File: src/rtl/core/bba_pkg.sv
package bba_pkg;

	localparam int CW    = 24;
	localparam int AXES  = 3;
	localparam int CNT_W = $clog2(CW);

	typedef logic signed [CW-1:0] coord_t;

	typedef struct packed {
		logic   start_req;
		coord_t lo_x;
		coord_t lo_y;
		coord_t lo_z;
		coord_t hi_x;
		coord_t hi_y;
		coord_t hi_z;
	} in_t;

	typedef struct packed {
		coord_t     min_x;
		coord_t     min_y;
		coord_t     min_z;
		coord_t     max_x;
		coord_t     max_y;
		coord_t     max_z;
		coord_t     center_x;
		coord_t     center_y;
		coord_t     center_z;
		logic [CW-1:0] half_diagonal;
	} out_t;

	// index 0 = x, 1 = y, 2 = z
	typedef struct packed {
		coord_t [AXES-1:0] lo;
		coord_t [AXES-1:0] hi;
	} box_t;

	typedef struct packed {
		logic wr;
		logic rd;
		logic full;
		logic empty;
	} q_ctl_t;

	typedef enum logic [1:0] {
		BK_IDLE,
		BK_SQ,
		BK_ROOT,
		BK_DONE
	} back_state_t;

endpackage

File: src/rtl/core/bba_front.sv
module bba_front (
	input  logic          clk,
	input  logic          arst_n,
	input  bba_pkg::in_t  item,
	input  logic          accept,
	output bba_pkg::box_t merged
);

	bba_pkg::coord_t [bba_pkg::AXES-1:0] box_lo_q;
	bba_pkg::coord_t [bba_pkg::AXES-1:0] box_hi_q;
	logic                                empty_q;
	bba_pkg::coord_t [bba_pkg::AXES-1:0] in_lo;
	bba_pkg::coord_t [bba_pkg::AXES-1:0] in_hi;
	logic                                take;

	assign in_lo = {item.lo_z, item.lo_y, item.lo_x};
	assign in_hi = {item.hi_z, item.hi_y, item.hi_x};
	assign take  = item.start_req || empty_q;

	always_comb begin
		for (int i = 0; i < bba_pkg::AXES; i++) begin
			if (take || (in_lo[i] < box_lo_q[i])) begin
				merged.lo[i] = in_lo[i];
			end else begin
				merged.lo[i] = box_lo_q[i];
			end
			if (take || (in_hi[i] > box_hi_q[i])) begin
				merged.hi[i] = in_hi[i];
			end else begin
				merged.hi[i] = box_hi_q[i];
			end
		end
	end

	always_ff @(posedge clk or negedge arst_n) begin
		if (!arst_n) begin
			empty_q <= 1'b1;
		end else if (accept) begin
			empty_q <= 1'b0;
		end
	end

	always_ff @(posedge clk) begin
		if (accept) begin
			box_lo_q <= merged.lo;
			box_hi_q <= merged.hi;
		end
	end

endmodule

File: src/rtl/core/bba_queue.sv
module bba_queue (
	input  logic             clk,
	input  logic             arst_n,
	input  bba_pkg::box_t    wr_data,
	output bba_pkg::box_t    rd_data,
	input  bba_pkg::q_ctl_t  ctl_in,
	output bba_pkg::q_ctl_t  ctl_out
);

	bba_pkg::box_t mem_q [2];
	logic          wr_ptr_q;
	logic          rd_ptr_q;
	logic [1:0]    count_q;
	logic          do_wr;
	logic          do_rd;

	assign do_wr = ctl_in.wr && (count_q != 2'd2);
	assign do_rd = ctl_in.rd && (count_q != 2'd0);

	always_comb begin
		ctl_out       = '0;
		ctl_out.wr    = do_wr;
		ctl_out.rd    = do_rd;
		ctl_out.full  = (count_q == 2'd2);
		ctl_out.empty = (count_q == 2'd0);
	end

	assign rd_data = mem_q[rd_ptr_q];

	always_ff @(posedge clk or negedge arst_n) begin
		if (!arst_n) begin
			wr_ptr_q <= 1'b0;
			rd_ptr_q <= 1'b0;
			count_q  <= 2'd0;
		end else begin
			if (do_wr) begin
				wr_ptr_q <= ~wr_ptr_q;
			end
			if (do_rd) begin
				rd_ptr_q <= ~rd_ptr_q;
			end
			if (do_wr && !do_rd) begin
				count_q <= count_q + 2'd1;
			end else if (do_rd && !do_wr) begin
				count_q <= count_q - 2'd1;
			end
		end
	end

	always_ff @(posedge clk) begin
		if (do_wr) begin
			mem_q[wr_ptr_q] <= wr_data;
		end
	end

endmodule

File: src/rtl/core/bba_back.sv
module bba_back (
	input  logic          clk,
	input  logic          arst_n,
	input  bba_pkg::box_t box,
	input  logic          box_avail,
	output logic          box_take,
	output bba_pkg::out_t result,
	output logic          res_valid,
	input  logic          res_pop
);

	localparam int CW = bba_pkg::CW;

	bba_pkg::back_state_t state_q;
	bba_pkg::back_state_t state_nxt;

	bba_pkg::coord_t [bba_pkg::AXES-1:0] lo_q;
	bba_pkg::coord_t [bba_pkg::AXES-1:0] hi_q;
	logic [bba_pkg::CNT_W-1:0]           cnt_q;
	logic [2*CW-1:0]                     sq_q;
	logic [2*CW+1:0]                     sum_q;
	logic [2*CW-1:0]                     rad_q;
	logic [CW+1:0]                       rem_q;
	logic [CW-1:0]                       root_q;
	bba_pkg::out_t                       res_q;
	logic                                res_valid_q;

	logic                                sq_last;
	logic                                root_last;
	logic                                res_load;
	bba_pkg::coord_t                     ax_lo;
	bba_pkg::coord_t                     ax_hi;
	logic signed [CW:0]                  diff;
	logic [CW:0]                         diff_abs;
	logic [CW-1:0]                       mag;
	logic [2*CW-1:0]                     prod;
	logic [2*CW+1:0]                     total;
	logic [CW+3:0]                       rem_sh;
	logic [CW+3:0]                       trial;
	logic [CW+3:0]                       rem_sub;
	logic                                fits;
	logic signed [CW:0]                  csum [bba_pkg::AXES];

	assign sq_last   = (cnt_q == bba_pkg::CNT_W'(bba_pkg::AXES));
	assign root_last = (cnt_q == bba_pkg::CNT_W'(CW - 1));

	always_comb begin
		case (cnt_q[1:0])
			2'd0: begin
				ax_lo = lo_q[0];
				ax_hi = hi_q[0];
			end
			2'd1: begin
				ax_lo = lo_q[1];
				ax_hi = hi_q[1];
			end
			default: begin
				ax_lo = lo_q[2];
				ax_hi = hi_q[2];
			end
		endcase
	end

	assign diff     = {ax_hi[CW-1], ax_hi} - {ax_lo[CW-1], ax_lo};
	assign diff_abs = diff[CW] ? (~diff + 1'b1) : diff;
	assign mag      = diff_abs[CW-1:0];
	assign prod     = mag * mag;
	assign total    = sum_q + {2'b00, sq_q};

	assign rem_sh  = {rem_q, rad_q[2*CW-1 -: 2]};
	assign trial   = {2'b00, root_q, 2'b01};
	assign fits    = (rem_sh >= trial);
	assign rem_sub = rem_sh - trial;

	always_comb begin
		for (int i = 0; i < bba_pkg::AXES; i++) begin
			csum[i] = {lo_q[i][CW-1], lo_q[i]} + {hi_q[i][CW-1], hi_q[i]};
		end
	end

	// next state
	always_comb begin
		state_nxt = state_q;
		case (state_q)
			bba_pkg::BK_IDLE: begin
				if (box_avail) begin
					state_nxt = bba_pkg::BK_SQ;
				end
			end
			bba_pkg::BK_SQ: begin
				if (sq_last) begin
					state_nxt = bba_pkg::BK_ROOT;
				end
			end
			bba_pkg::BK_ROOT: begin
				if (root_last) begin
					state_nxt = bba_pkg::BK_DONE;
				end
			end
			bba_pkg::BK_DONE: begin
				if (!res_valid_q) begin
					state_nxt = bba_pkg::BK_IDLE;
				end
			end
			default: state_nxt = bba_pkg::BK_IDLE;
		endcase
	end

	// outputs
	always_comb begin
		box_take = 1'b0;
		res_load = 1'b0;
		case (state_q)
			bba_pkg::BK_IDLE: box_take = box_avail;
			bba_pkg::BK_DONE: res_load = !res_valid_q;
			default: begin
				box_take = 1'b0;
				res_load = 1'b0;
			end
		endcase
	end

	always_ff @(posedge clk or negedge arst_n) begin
		if (!arst_n) begin
			state_q     <= bba_pkg::BK_IDLE;
			cnt_q       <= '0;
			res_valid_q <= 1'b0;
		end else begin
			state_q <= state_nxt;
			if (state_q != state_nxt) begin
				cnt_q <= '0;
			end else begin
				cnt_q <= cnt_q + 1'b1;
			end
			if (res_load) begin
				res_valid_q <= 1'b1;
			end else if (res_pop) begin
				res_valid_q <= 1'b0;
			end
		end
	end

	always_ff @(posedge clk) begin
		case (state_q)
			bba_pkg::BK_IDLE: begin
				lo_q  <= box.lo;
				hi_q  <= box.hi;
				sum_q <= '0;
			end
			bba_pkg::BK_SQ: begin
				if (!sq_last) begin
					sq_q <= prod;
				end
				if (cnt_q != '0) begin
					sum_q <= total;
				end
				if (sq_last) begin
					rad_q  <= total[2*CW+1:2];
					rem_q  <= '0;
					root_q <= '0;
				end
			end
			bba_pkg::BK_ROOT: begin
				rad_q  <= {rad_q[2*CW-3:0], 2'b00};
				rem_q  <= fits ? rem_sub[CW+1:0] : rem_sh[CW+1:0];
				root_q <= {root_q[CW-2:0], fits};
			end
			default: begin
				if (res_load) begin
					res_q.min_x         <= lo_q[0];
					res_q.min_y         <= lo_q[1];
					res_q.min_z         <= lo_q[2];
					res_q.max_x         <= hi_q[0];
					res_q.max_y         <= hi_q[1];
					res_q.max_z         <= hi_q[2];
					res_q.center_x      <= csum[0][CW:1];
					res_q.center_y      <= csum[1][CW:1];
					res_q.center_z      <= csum[2][CW:1];
					res_q.half_diagonal <= root_q;
				end
			end
		endcase
	end

	assign result    = res_q;
	assign res_valid = res_valid_q;

endmodule

File: src/rtl/core/bounding_box_accumulator.sv
// Axis-aligned bounding box accumulator, signed Q12.12 coordinates.
// Input queue port: item (push/full), one transaction per box or point;
// start_req opens a new box, otherwise the box merges by per-axis min/max.
// Result queue port: result (empty/pop), one transaction per input, carrying
// the held box, its center and half its diagonal length.
// The merge is done in the front in the accepting cycle; merged boxes wait
// in a two-entry queue. The back squares the three extents in turn with
// one multiplier, then runs a one-bit-per-cycle integer square root, then
// loads the single output register. The back works on one box at a time
// and takes the next from the queue only when idle again; push is taken
// back to back until the queue (two boxes) fills.
// Reset marks the held box, both queues and the output register empty.
// While the receiver stalls, the result holds; the back waits with its next
// result finished, and full rises once two more boxes are queued.
module bounding_box_accumulator (
	input  logic          clk,
	input  logic          arst_n,
	input  bba_pkg::in_t  item,
	input  logic          push,
	output logic          full,
	output bba_pkg::out_t result,
	output logic          empty,
	input  logic          pop
);

	bba_pkg::box_t   merged;
	bba_pkg::box_t   head;
	bba_pkg::q_ctl_t q_in;
	bba_pkg::q_ctl_t q_out;
	logic            accept;
	logic            box_take;
	logic            res_valid;

	assign accept = push && !q_out.full;

	always_comb begin
		q_in       = '0;
		q_in.wr    = accept;
		q_in.rd    = box_take;
	end

	bba_front u_front (
		.clk    (clk),
		.arst_n (arst_n),
		.item   (item),
		.accept (accept),
		.merged (merged)
	);

	bba_queue u_queue (
		.clk     (clk),
		.arst_n  (arst_n),
		.wr_data (merged),
		.rd_data (head),
		.ctl_in  (q_in),
		.ctl_out (q_out)
	);

	bba_back u_back (
		.clk       (clk),
		.arst_n    (arst_n),
		.box       (head),
		.box_avail (!q_out.empty),
		.box_take  (box_take),
		.result    (result),
		.res_valid (res_valid),
		.res_pop   (pop)
	);

	assign full  = q_out.full;
	assign empty = !res_valid;

endmodule

File: config.mk
export PLATFORM = sky130hd
export DESIGN_NAME = bounding_box_accumulator
export DESIGN_NICKNAME = d
export VERILOG_FILES = /design/src/rtl/core/bba_pkg.sv /design/src/rtl/core/bba_front.sv /design/src/rtl/core/bba_queue.sv /design/src/rtl/core/bba_back.sv /design/src/rtl/core/bounding_box_accumulator.sv
export SDC_FILE = /design/constraint.sdc
export NUM_CORES = 2
export LEC_CHECK = 0
export CORE_ASPECT_RATIO = 0.9
export CORE_UTILIZATION = 30
export CTS_CLUSTER_SIZE = 10
export DETAILED_ROUTE_END_ITERATION = 16
export DONT_BUFFER_PORTS = 1
export PLACE_DENSITY = 0.53
export SLEW_MARGIN = 20
export SYNTH_ARGS = -nofsm -noshare
export SYNTH_HDL_FRONTEND = slang
export SYNTH_HIERARCHICAL = 1
export SYNTH_SLANG_ARGS = --single-unit
File: constraint.sdc
create_clock -name clk -period 13.9 [get_ports clk]
set_clock_uncertainty 0.2 [all_clocks]
set_input_delay 0 -clock clk [delete_from_list [all_inputs] [get_ports clk]]
set_output_delay 0 -clock clk [all_outputs]
set_load 0.05 [all_outputs]
=== Yosys cells after proc, flatten, opt, wreduce, memory -nomap -nowiden ===
Memory sizes are Yosys's and may differ from the RTL's. A register that Yosys moved wholly into a read port is not among the register bits.
Index checks and enable logic that the tools add are counted.
W data, S select, Z words.

* Flip-flop bits (word level): 593
* Output and inout port bits: 242
* Memory bits (writable): 288
* Word-level logic and storage cells: 126
* Input bits: 149
* Memories kept: 1

{| class="wikitable"
|+ Memories
! memory !! depth !! width !! read ports !! clocked after Yosys merged registers in !! write ports !! RTL line !! text
|-
| u_queue.mem_q || 2 || 144 || 1 || 1 || 1 || bba_queue.sv:10 || <nowiki>bba_pkg::box_t mem_q [2];</nowiki>
|}

* $add $sub $neg: 10
* $lt $le $gt $ge: 7
* Multiplexer cells: 32
* Bitwise operators: 5
* Reductions and logical operators: 31
* Eq/ne operators: 11
* $mul: 1

{| class="wikitable"
|+ Operators by type and width
! cell !! count
|-
| $mux W24 || 8
|-
| $pmux W24 S2 || 3
|-
| $pmux W50 S2 || 1
|-
| $pmux W48 S2 || 1
|-
| $add A24 B24 Y25 || 3
|-
| $gt A24 B24 Y1 || 3
|-
| $lt A24 B24 Y1 || 3
|-
| $mux W26 || 2
|-
| $pmux W26 S2 || 1
|-
| $add A50 B48 Y50 || 1
|-
| $mux W50 || 1
|-
| $mul A24 B24 Y48 || 1
|-
| $mux W48 || 1
|-
| $ge A28 B26 Y1 || 1
|-
| $sub A26 B26 Y26 || 1
|-
| $sub A24 B24 Y25 || 1
|-
| $add A24 B1 Y24 const B || 1
|-
| $not A24 Y24 || 1
|-
| $mux W2 || 6
|-
| $reduce_bool A2 Y1 || 5
|-
| $pmux W2 S4 || 1
|-
| $reduce_and A2 Y1 || 4
|-
| $logic_or A1 B1 Y1 || 7
|-
| $eq A2 B2 Y1 const B || 3
|-
| 17 further kinds || 37
|}

=== Logic depth before layout (Yosys ltp) ===
* Depth after elaboration: 8
* Gate-level depth with buffers: 49

=== Modules after synthesis ===
The synthesis kept the hierarchy.

{| class="wikitable"
|+ Modules (own cells, without submodules)
! module !! cells an instance !! times used !! area each (µm²) !! seq. area each (µm²)
|-
| bba_back || 3,957 || 1 || 44,041.0 || 17,586.9
|-
| bba_front || 1,045 || 1 || 11,074.4 || 4,350.4
|-
| bba_queue || 470 || 1 || 10,796.6 || 8,748.4
|-
| bounding_box_accumulator || 4 || 1 || 25.0 || 0.0
|}

=== Worst setup path after synthesis ===
Ideal clock, no wire load.

* Path kind: flip-flop to flip-flop
* From: register u_back/cnt_q[0] (netlist name)
* To: register u_back.sq_q[46] (data pin)
* Cell stages (with the launch flop): 42
* Setup slack: 2.582 ns
* Clock period less this slack: 11.318 ns
* Arrival: 10.860 ns
* Data required time: 13.443 ns
* Setup time: 0.257 ns
* Path through: dfrtp_1 -> inv_1 -> ha_1 -> clkbuf_1 -> nor2_1 -> clkbuf_1 -> buf_1 -> a21oi_1 -> fa_1 -> a211oi_2 -> o21ai_1 -> a31o_1 -> a21oi_2 -> xnor2_1 -> nor4_4 -> nor3b_4 -> nor2_1 -> xnor2_1 -> [6 not listed] -> inv_1 -> fa_1 -> fa_1 -> fa_1 -> inv_1 -> fa_1 -> ha_1 -> a21o_1 -> a21oi_1 -> o21bai_1 -> a2111oi_0 -> o32a_1 -> a21oi_1 -> or3_1 -> a311o_1 -> a41o_1 -> o41a_1 -> xor2_1

* Cells in the longest elaborated chain, start to end: 7
* Elaborated cells on any way between the ends: 9
* Classes of those cells: add/sub: 2; mul: 1; eq/ne: 1; mux: 3; bitwise: 1; reduce/logical: 1

{| class="wikitable"
|+ RTL lines
! what !! RTL line !! text
|-
| start, declared || bba_back.sv:19 || <nowiki>logic [bba_pkg::CNT_W-1:0] cnt_q;</nowiki>
|-
| start signal, assigned || bba_back.sv:133 || <nowiki>cnt_q <= cnt_q + 1'b1;</nowiki>
|-
| $eq A2 B1 Y1 or $logic_not A2 Y1 (tied branches) || bba_back.sv:48 || <nowiki>case (cnt_q[1:0])</nowiki>
|-
| $pmux W24 S2 || bba_back.sv:48 ||
|-
| $sub A24 B24 Y25 (*) || bba_back.sv:64 || <nowiki>assign diff = {ax_hi[CW-1], ax_hi} - {ax_lo[CW-1], ax_lo};</nowiki>
|-
| $not A24 Y24 || bba_back.sv:65 || <nowiki>assign diff_abs = diff[CW] ? (~diff + 1'b1) : diff;</nowiki>
|-
| $add A24 B1 Y24 || bba_back.sv:65 ||
|-
| $mux W24 (*) || bba_back.sv:65 ||
|-
| $mul A24 B24 Y48 (*) || bba_back.sv:67 || <nowiki>assign prod = mag * mag;</nowiki>
|-
| named net u_back.prod[46] || bba_back.sv:36 || <nowiki>logic [2*CW-1:0] prod;</nowiki>
|-
| end signal, assigned || bba_back.sv:152 || <nowiki>sq_q <= prod;</nowiki>
|-
| end, declared || bba_back.sv:20 || <nowiki>logic [2*CW-1:0] sq_q;</nowiki>
|}

The timed path passes the listed nets; every way through them passes the cells marked *.
A chain may end at the register's enable or synchronous reset.

=== Final worst setup path ===
Same ends and word-level chain as after synthesis.

==> run metrics <==
Crit Path Max Fanout 49; met2 usage 0.283; share of layout cells above drive strength 1 0.0923; Clock transition at path regs 0.06 ns; Die W 496 um; CTS buffer count 117; Worst-Skew Late Latency 0.79 ns; critical path depth in cells 40; CTS Sinks 1,024; Achievable Freq 0.0781 GHz; synthesized area 65,900 sq um; Gate Count Post-Synth 5,472; Total Wirelength 198 mm; vias 43,100; crit-path most repeated cell fa_1; I/O pin count 391; clock root buffer clkbuf_16; first-pass GRT wire length 291 mm; syn nets 6,533; RD Place Congestion 0.908; period utilisation layout 0.922; routed vias/inst 4.94; initial drt markers 3,391; Startpoint Class flop; largest net degree at the start of global routing 128; Tmin final 12.81 ns; vias in the first global route 43,800; CP bufs+invs 6; Crit-path slowest cell xnor2_1; reg2reg end u_back/sq_q[46]; Syn-to-layout area delta 15.0%; port bufs 0; Clock Tree Buf Depth 3; starting density of the core 0.303; Setup TNS Final 0 ns; grt peak-use layer met2; M3 GR Usage 0.0361; routing usage on met1 0.235; slowest stage delay, CP 0.75 ns; reg2reg path depth 40; GRT Overall Usage 0.178; outcome finished clean; HP Class in2reg; syn_area_per_cell 12.0 sq um; DR pass1 iterations 5; worst relative slew slack 0.151; Post-CTS Repair Setup Buffers 0; CP Data Arrival Time 13.09 ns; delay-heaviest family, CP adder cells; Setup CP Type reg2reg; Reg-to-Reg Start u_back/cnt_q[0]; Die Ht 447 um; Core Box Area 217,000 sq um; YS warnings 6; fillcell total 21,400; die area 222,000 sq um; final hold violations 0; routed length per instance 22.7 um; fin nets 6,858; grt ovf 0; Min-Delay Path Depth 8; Post-route DRC 0; Final Setup Violations 0; Maximum Capacitance Violations 0; ANT nets after route 0; Rows 162; hold_sp item[46]; H-tree depth 3; Worst EP required 14.18 ns; initial antenna violation count 13; crit path capture type flop; fin. max-slew vios 0; r2r setup slk 1.09 ns; CTS tree built; DP HPWL 147 mm; Worst Hold Endpoint u_queue/mem_q[1][47]; RSZ-0062 raised after global routing no; Slew @ Worst Pin 1.27 ns
## per-stage QoR
| step | std cells | utilization | area (sq um) | setup slack (ns) | hold slack (ns) |
|---|---|---|---|---|---|
| global route | 8723 | 0.348 | 75800 | 0.461 | 0.0442 |
| global placement | 8243 | 0.319 | 69300 | 1.23 | -0.495 |
| detailed placement | 8243 | 0.319 | 69400 | 1.25 | -0.495 |
| CTS | 8722 | 0.348 | 75800 | 1.20 | 0.0000262 |
| floorplan | 5472 | - | 65900 | 2.58 | -0.496 |
| finish | 8724 | 0.348 | 75800 | 1.09 | 0.0273 |
## worst reg2reg max path, delay by kind of cell, from the launching register on
| kind | cells | cell delay, ns |
|---|---|---|
| AOI/OAI and AO/OA | 17 | 4.04 |
| xor gates and xnor gates | 2 | 0.91 |
| adders and majority gates | 11 | 4.59 |
| buffers and inverters | 6 | 1.21 |
| DFF | 1 | 0.43 |
| and+or+nand+nor | 4 | 1.15 |
## cell type report
class / instances / area (sq um) / area share
multi-input cells: 3549 / 31800 / 0.420
flip-flops and latches: 1024 / 30700 / 0.405
well taps: 2870 / 3590 / 0.0474
repair buffers: 367 / 3540 / 0.0468
clock buffers: 155 / 3110 / 0.0411
inverters: 738 / 2770 / 0.0366
clock inverters: 20 / 260 / 0.00343
diodes: 1 / 2.50 / 0.0000330
## layout by cell type, fill, tap and decap left out, types with 10 or more instances in the layout
cell type	count
or3_1	15
fa_1	429
a211oi_1	22
and3_1	67
a21oi_1	266
xnor2_1	141
o21ai_0	202
buf_4	60
ha_1	480
a31oi_1	26
dfrtp_1	11
mux2_4	90
nor3_1	93
edfxtp_1	1011
nor2b_1	66
and2_1	13
or2_2	16
nand2b_1	41
a21boi_0	11
mux2i_1	19
xor2_1	58
a22oi_1	28
o21bai_1	25
clkbuf_16	118
o21ai_1	11
mux2_1	20
nand2_1	327
nor4_1	10
a21o_1	110
mux2_2	154
dlygate4sd3_1	305
clkbuf_1	35
a22o_1	24
nand3_1	83
nand4_1	39
nor2_1	428
o211ai_1	12
o31ai_1	14
inv_1	728
o21a_1	27
## worst max-delay path by stage
stage | endpoint | slack (ns) | start
6_report | u_back/sq_q[46] | 1.09 | u_back/cnt_q[0]
5_1_grt | u_back/sq_q[46] | 0.46 | u_back/cnt_q[0]
4_1_cts | u_back/sq_q[46] | 1.20 | u_back/cnt_q[0]
3_5_place_dp | u_back/sq_q[46] | 1.25 | u_back/cnt_q[0]
3_3_place_gp | u_back/sq_q[46] | 1.23 | u_back/cnt_q[0]
2_1_floorplan | u_back/sq_q[46] | 2.58 | u_back/cnt_q[0]
## metal layers
layer  share of wire  vias up
met2            0.45     1313
met1            0.44    21700
met3           0.063      296
met5         0.00030        -
li1                -    19800
met4           0.044       10
## sequential cells by signal (all words and copies together) (netlist names)
| name | count |
|---|---|
| u_front/box_lo_q | 72 |
| u_back/hi_q | 72 |
| u_back/root_q | 24 |
| u_queue/rd_ptr_q | 1 |
| u_front/empty_q | 1 |
| u_back/rad_q | 48 |
| u_queue/wr_ptr_q | 1 |
| u_back/res_valid | 1 |
| u_back/cnt_q | 5 |
| u_back/sq_q | 47 |
| u_back/lo_q | 72 |
| u_back/rem_q | 26 |
| u_back/state_q | 2 |
| u_queue/mem_q | 288 |
| u_back/sum_q | 50 |
| u_queue/count_q | 2 |
| u_back/result | 240 |
| u_front/box_hi_q | 72 |
## repair_timing
item                                   4_1_cts  5_1_grt
resized for setup                            0        0
endpoints found under the hold margin      493        4
hold buffers                               304        1
Power is left out: the tool's default activity adds up to more than one toggle a clock period on the data nets, which glitch-free logic cannot reach.
